**src/rtl/core/pcbez_pkg.sv**
```systemverilog
// Types and constants of the Bezier curve evaluator.
// Used by every module of the block.
package pcbez_pkg;

    typedef struct packed {
        logic [1:0]         kind;
        logic [16:0]        param_u;
        logic signed [31:0] coord_a;
        logic signed [31:0] coord_b;
        logic signed [31:0] coord_c;
        logic signed [31:0] coord_d;
    } in_item_t;

    typedef struct packed {
        logic signed [31:0] value_a;
        logic signed [31:0] value_b;
        logic signed [31:0] value_c;
        logic signed [31:0] value_d;
        logic [1:0]         status;
    } out_item_t;

    localparam logic [1:0] KIND_APPEND  = 2'd0;
    localparam logic [1:0] KIND_CLEAR   = 2'd1;
    localparam logic [1:0] KIND_POINT   = 2'd2;
    localparam logic [1:0] KIND_TANGENT = 2'd3;

    localparam logic [1:0] ST_OK         = 2'd0;
    localparam logic [1:0] ST_INCOMPLETE = 2'd1;
    localparam logic [1:0] ST_FULL       = 2'd2;

    localparam logic [16:0] ONE_Q16 = 17'h10000;
    // ceil(2^17/3) and ceil(2^20/3): exact divide by 3 over the ranges used
    localparam logic [15:0] RECIP3_SEG = 16'd43691;
    localparam logic [18:0] RECIP3_LOC = 19'd349526;

    localparam logic [2:0] DIMS_RESET = 3'd3;

    // commands from controller to datapath
    typedef struct packed {
        logic       capture;
        logic       ld_t;
        logic       ld_s;
        logic       ld_l;
        logic       ld_lm;
        logic       ld_w;
        logic       acc_clr;
        logic       rd_en;
        logic [1:0] rd_k;
        logic       mul_en;
        logic [1:0] mul_k;
        logic       acc_en;
        logic       fin_load;
    } cmd_t;

    // status from datapath to controller
    typedef struct packed {
        logic curve_ok;
        logic out_free;
    } sts_t;

endpackage

```
**src/rtl/core/pcbez_ctrl.sv**
```systemverilog
// Sequencer of the Bezier curve evaluator.
// Depends on pcbez_pkg.
module pcbez_ctrl
(
    input  logic              clk,
    input  logic              rst_n,
    input  logic              in_valid,
    input  logic              in_eval,
    output logic              in_stall,
    input  pcbez_pkg::sts_t   sts,
    output pcbez_pkg::cmd_t   cmd
);

    typedef enum logic [2:0] {
        IDLE, SEG_T, SEG_S, LOC_L, PROD_LM, WGT, ACC, FIN
    } state_t;

    state_t     state_reg, state_next;
    logic [2:0] k_reg, k_next;
    logic       accept;

    assign in_stall = (state_reg != IDLE);
    assign accept   = in_valid && (state_reg == IDLE);

    always_comb
    begin
        state_next = state_reg;
        k_next     = k_reg;
        case (state_reg)
            IDLE:
            begin
                if (accept)
                begin
                    state_next = (in_eval && sts.curve_ok) ? SEG_T : FIN;
                end
            end
            SEG_T:   state_next = SEG_S;
            SEG_S:   state_next = LOC_L;
            LOC_L:   state_next = PROD_LM;
            PROD_LM: state_next = WGT;
            WGT:
            begin
                state_next = ACC;
                k_next     = 3'd0;
            end
            ACC:
            begin
                k_next = k_reg + 3'd1;
                if (k_reg == 3'd5)
                begin
                    state_next = FIN;
                end
            end
            FIN:
            begin
                if (sts.out_free)
                begin
                    state_next = IDLE;
                end
            end
            default: state_next = IDLE;
        endcase
    end

    always_ff @(posedge clk or negedge rst_n)
    begin
        if (!rst_n)
        begin
            state_reg <= IDLE;
            k_reg     <= 3'd0;
        end
        else
        begin
            state_reg <= state_next;
            k_reg     <= k_next;
        end
    end

    // point k is read into rd_reg, then multiplied into prod_reg, then added into acc_reg
    always_comb
    begin
        cmd          = '0;
        cmd.capture  = accept;
        cmd.ld_t     = (state_reg == SEG_T);
        cmd.ld_s     = (state_reg == SEG_S);
        cmd.ld_l     = (state_reg == LOC_L);
        cmd.ld_lm    = (state_reg == PROD_LM);
        cmd.ld_w     = (state_reg == WGT);
        cmd.acc_clr  = (state_reg == WGT);
        cmd.rd_en    = (state_reg == ACC) && (k_reg <= 3'd3);
        cmd.rd_k     = k_reg[1:0];
        cmd.mul_en   = (state_reg == ACC) && (k_reg >= 3'd1) && (k_reg <= 3'd4);
        cmd.mul_k    = 2'(k_reg - 3'd1);
        cmd.acc_en   = (state_reg == ACC) && (k_reg >= 3'd2);
        cmd.fin_load = (state_reg == FIN) && sts.out_free;
    end

endmodule

```
**config.mk**
```make
export PLATFORM = sky130hd
export DESIGN_NAME = pcbez_ctrl
export DESIGN_NICKNAME = d
export VERILOG_FILES = /design/src/rtl/core/pcbez_pkg.sv /design/src/rtl/core/pcbez_ctrl.sv
export SDC_FILE = /design/constraint.sdc
export NUM_CORES = 1
export LEC_CHECK = 0
export ABC_AREA = 1
export BUFFER_PORTS_ARGS = -buffer_cell sky130_fd_sc_hd__buf_2
export CELL_PAD_IN_SITES_DETAIL_PLACEMENT = 2
export CELL_PAD_IN_SITES_GLOBAL_PLACEMENT = 2
export CORE_MARGIN = 4
export CORE_UTILIZATION = 23
export CTS_CLUSTER_DIAMETER = 60
export DETAILED_ROUTE_END_ITERATION = 12
export PLACE_DENSITY = 0.86
export SETUP_SLACK_MARGIN = 0.05
export SLEW_MARGIN = 20
export SYNTH_ARGS = -nofsm -noshare
export SYNTH_HDL_FRONTEND = slang
export SYNTH_SLANG_ARGS = --single-unit
```
**constraint.sdc**
```tcl
create_clock -name clk -period 1.28 [get_ports clk]
set_input_delay 0.256 -clock clk [delete_from_list [all_inputs] [get_ports clk]]
set_output_delay 0.256 -clock clk [all_outputs]
set_load 0.02 [all_outputs]
```
---- Word level (Yosys, flattened, before mapping) ----
Index checks and enable logic that the tools add are counted.
storage, ports and cells
  flip-flop bits (word level) ............. 6
  bits of input ports ..................... 6
  output and inout port bits .............. 16
  logic and storage cells ................. 36
cells by class
  add/sub/neg operators ................... 2
  magnitude comparators ................... 4
  equal/unequal tests ..................... 11
  mux-type cells .......................... 6
  reduce and logical (&&, ||, !) cells .... 11
operators by type and width
  operator                                                                          count
  3-bit one-hot mux with 8 select lines                                             1
  3-bit equality test, second input constant                                        5
  3-bit two-way mux                                                                 4
  1-bit logical AND                                                                 7
  3-bit by 2-bit equality test with 1-bit output, second input constant             2
  2-bit inequality test, second input constant                                      3
  3-bit one-hot mux with 2 select lines                                             1
  3-bit by 1-bit adder with 3-bit output, second input constant                     1
  3-bit by 1-bit equality test with 1-bit output, second input constant             1
  3-bit by 1-bit >= comparator with 1-bit output, second input constant             1
  3-bit by 2-bit >= comparator with 1-bit output, second input constant             1
  3-bit by 2-bit less-or-equal comparator with 1-bit output, second input constant  1
  3-bit less-or-equal comparator, second input constant                             1
  3-bit logical NOT                                                                 1
  3-bit AND reduction                                                               1
  3-bit nonzero test                                                                1
  2-bit nonzero test                                                                1
  2-bit by 1-bit subtractor with 2-bit output, second input constant                1

---- Depth between registers and ports, before layout ----
  depth after elaboration ................. 4
  gate-level depth with buffers ........... 8
  depth with buffers taken out ............ 8

---- Least setup slack after synthesis ----
Ideal clock, no wire load.
  path type ............................... register to output
  start point ............................. register k_reg[0]
  end point ............................... output cmd[4] in the netlist's numbering
  data arrival time ....................... 1.303 ns
  required time ........................... 1.024 ns
  path slack .............................. -0.279 ns
  stages on the path, launching flop included .. 5
  buffers on the path ..................... 0
  cell sequence ........................... dfrtp_1 inv_1 ha_1 nor2_1 nor3_1
RTL lines
  element                 RTL line          text
  from (decl)             pcbez_ctrl.sv:19  logic [2:0] k_reg, k_next;
  from (signal assigned)  pcbez_ctrl.sv:75  k_reg <= k_next;
  to (decl)               pcbez_ctrl.sv:11  output pcbez_pkg::cmd_t cmd

==> flow_summary.toml <==
[run_status]
status = "finished, violations left"
violations = "setup timing"

[yosys]
synth.avg_cell_area_um2 = 7.186
synthDistinctLibCells = 18
synth_cells = 74
synth-seq-cells = 6
synth_edf_count = 0
synth_nets = 84
yosys-top-cells-count = "14 x inv_1, 11 x nand2_1, 10 x nor2_1"
synth.mux.area_fraction_pct = 0
yosys.area_share.simple_pct = 34.12
syn-cell-area_um2 = 531.8
synth_area_leaders = "dfrtp_1 28%, inv_1 9.9%, ha_1 9.4%"
synth_adder_area_share_pct = 9.412
synth_most_common_cell = "inv_1"
ys_async_sr_fraction_pct = 100.0
synth_top_family_by_area = "simple AND/OR/NAND/NOR gates"
synth-compound-area-share_pct = 6.118
yosysWarnings = 0
synth_xor_area_share_pct = 1.647
synthFlopType = "dfrtp_1"
synth_area_leader_cell = "dfrtp_1"
ys_seq_area_share_pct = 28.24
yosys.area.top_type_share_pct = 28.24

[clocking]
clock_path_buffers = 2
cts_max_level = 1
clk_transition_reported_paths_ns = 0.06
cts_tree = "built"
clock_sinks = 6
cts_buffers = 3
clock_latency_ns = 0.26
cts_root_buf = "clkbuf_4"

[global_routing]
antenna_found_initial = 0
grt_pass1_wl_um = 3822
overflow = 0
grt_max_degree = 9
grt_pass1_vias = 757
grtUsageTotal_pct = 15.83

[critical_path]
crit_type = "reg -> out"
crit_family = "flip-flops"
path_buf_inv = 1
crit_chain = "ha_2 > ha_4 > nor2_4 > a21oi_2 > buf_4"
worst_path_max_delay_cell = "dfrtp_1"
cp.depth = 5
cp-start-kind = "flop"
regToRegStartpoint = "k_reg[1]$_DFFE_PN0P_"
slowest_delay_ns = 0.44
worst_r2r_path_depth = 8
worstPathMaxFanout = 4
critical_path_arrival_ns = 1.41
end_kind = "output port"
worstReg2RegEnd = "state_reg[2]$_DFFE_PN0P_"
cp_data_required_time_ns = 1.02
r2r_slack_ns = -0.16

[finish]
areaGrowthSynthToFinish_pct = 136.5
layout.nets = 134
drive_gt1_share_pct = 80.33
ff_latch_area_um2 = 151.4
diodes = 0
fin_area_um2 = 1257
fill_cells = 229
final_util_pct = 56.84
multi_input_area_um2 = 486.7

[timing]
min_period_over_period_pct = 129.8
hold_viol = 0
tns_ns = -3.583
tightest_slew_ns = 0.2132
hold_ws_ns = 0.2810
fmax_ghz = 0.6017
fin_skew_ns = 0.002146
finalCriticalPeriod_ns = 1.662
relSlewSlack_pct = 85.79
setup_viol = 19
worst_slack_ns = -0.3819
slew_violations = 0
grt_setup_unrepaired = "yes"

[route]
num_vias = 691
routed_wl_um = 3010
ant_nets = 0
firstDrtPassIters = 3
drc = 0
wl_per_cell_um = 20.07
dr.first_iter.drc_count = 6
viasPerCell = 4.607

[min_path]
hold_path_class = "in -> reg"
hold_end = "state_reg[0]$_DFFE_PN0P_"
min_from = "sts[0]"
min_path_cells = 4

[floorplan]
die_h_um = 56.09
dieArea_um2 = 3146
placementRows = 17
fp.coreArea_um2 = 2212
die_w_um = 56.09
initial_core_util_pct = 24.04
ios = 22

[run]
max-cap-violations = 0

[placement]
port_buffers = 21
place_area_um2 = 742.0
dp_hpwl_um = 1418
gp_congestion = 0.7462

[power_and_ir_drop]
total_leakage_power_nw = 0.5971
p_per_area_nw_per_um2 = 3133
vdd.ir_drop.worst_mv = 1.400
power_w = 0.003939
-- metrics by stage --
stage,setup WS [ns],cells
floorplan,0.0007342,74
global placement,-0.09126,130
detailed placement,-0.1238,130
CTS,-0.3333,141
global route,-0.4563,150
finish,-0.3819,150
-- metal layers --
layer | vias up | part of all wire, % | GRT usage (%)
li1 | 322 | - | -
met5 | - | 0 | 0
met3 | 10 | 4.3 | 2.552
met4 | 0 | 3.6 | 3.051
met2 | 25 | 61 | 33.56
met1 | 334 | 31 | 15.49
-- cells by family after synthesis --
kind of cell	Yosys count
compound gates	6
buf+inv	21
simple gates	36
xor+xnor	1
flops	6
fa+ha+maj	4
-- what timing repair did --
| action | 4_1_cts | 5_1_grt |
|---|---|---|
| endpoints found under the hold margin | 6 | 0 |
| endpoints found under the setup margin | 18 | 22 |
| hold buffers | 1 | 0 |
| buffers inserted | 7 | 11 |
| pin swaps | 11 | 11 |
| gates resized for setup | 50 | 48 |
-- worst register-to-register path, cell delays in order, from the launching register on --
cell and delay, ns:
dfrtp_1 0.41, inv_2 0.11, ha_2 0.21, buf_4 0.12
nand2_1 0.07, inv_2 0.07, nor2_4 0.05, nor2_4 0.16
o21ai_1 0.12
-- area by class of cell --
type	count	share of cell area, %
multi-input combinational	47	38.71
tap	28	2.786
timing repair buffer	51	38.81
inverter	15	5.871
clock buffer	3	1.791
sequential	6	12.04
-- power breakdown --
part / switching (W) / total, W / internal, W
logic: 0.00175 / 0.00333 / 0.00159
registers: 0.000114 / 0.000400 / 0.000286
clock network: 0.0000975 / 0.000206 / 0.000108
total: 0.00196 / 0.00394 / 0.00198
-- layout by cell type (no fill, tap or decap), drive strengths merged --
master / count
dlygate4sd3: 1
ha: 4
o22ai: 2
dfrtp: 6
a21oi: 1
clkinv: 1
buf: 50
xnor2: 1
nand2: 12
o21ai: 3
nor2: 15
nand3: 6
inv: 14
clkbuf: 3
nor3: 3
-- worst max path at each step --
stage | startpoint | end
global placement | k_reg[0]$_DFFE_PN0P_ | cmd[7]
finish | k_reg[0]$_DFFE_PN0P_ | cmd[7]
floorplan | state_reg[0]$_DFFE_PN0P_ | cmd[4]
detailed placement | k_reg[0]$_DFFE_PN0P_ | cmd[7]
CTS | k_reg[0]$_DFFE_PN0P_ | cmd[7]
global route | k_reg[0]$_DFFE_PN0P_ | cmd[7]
Note: power is estimated with default switching activity, not from simulation.
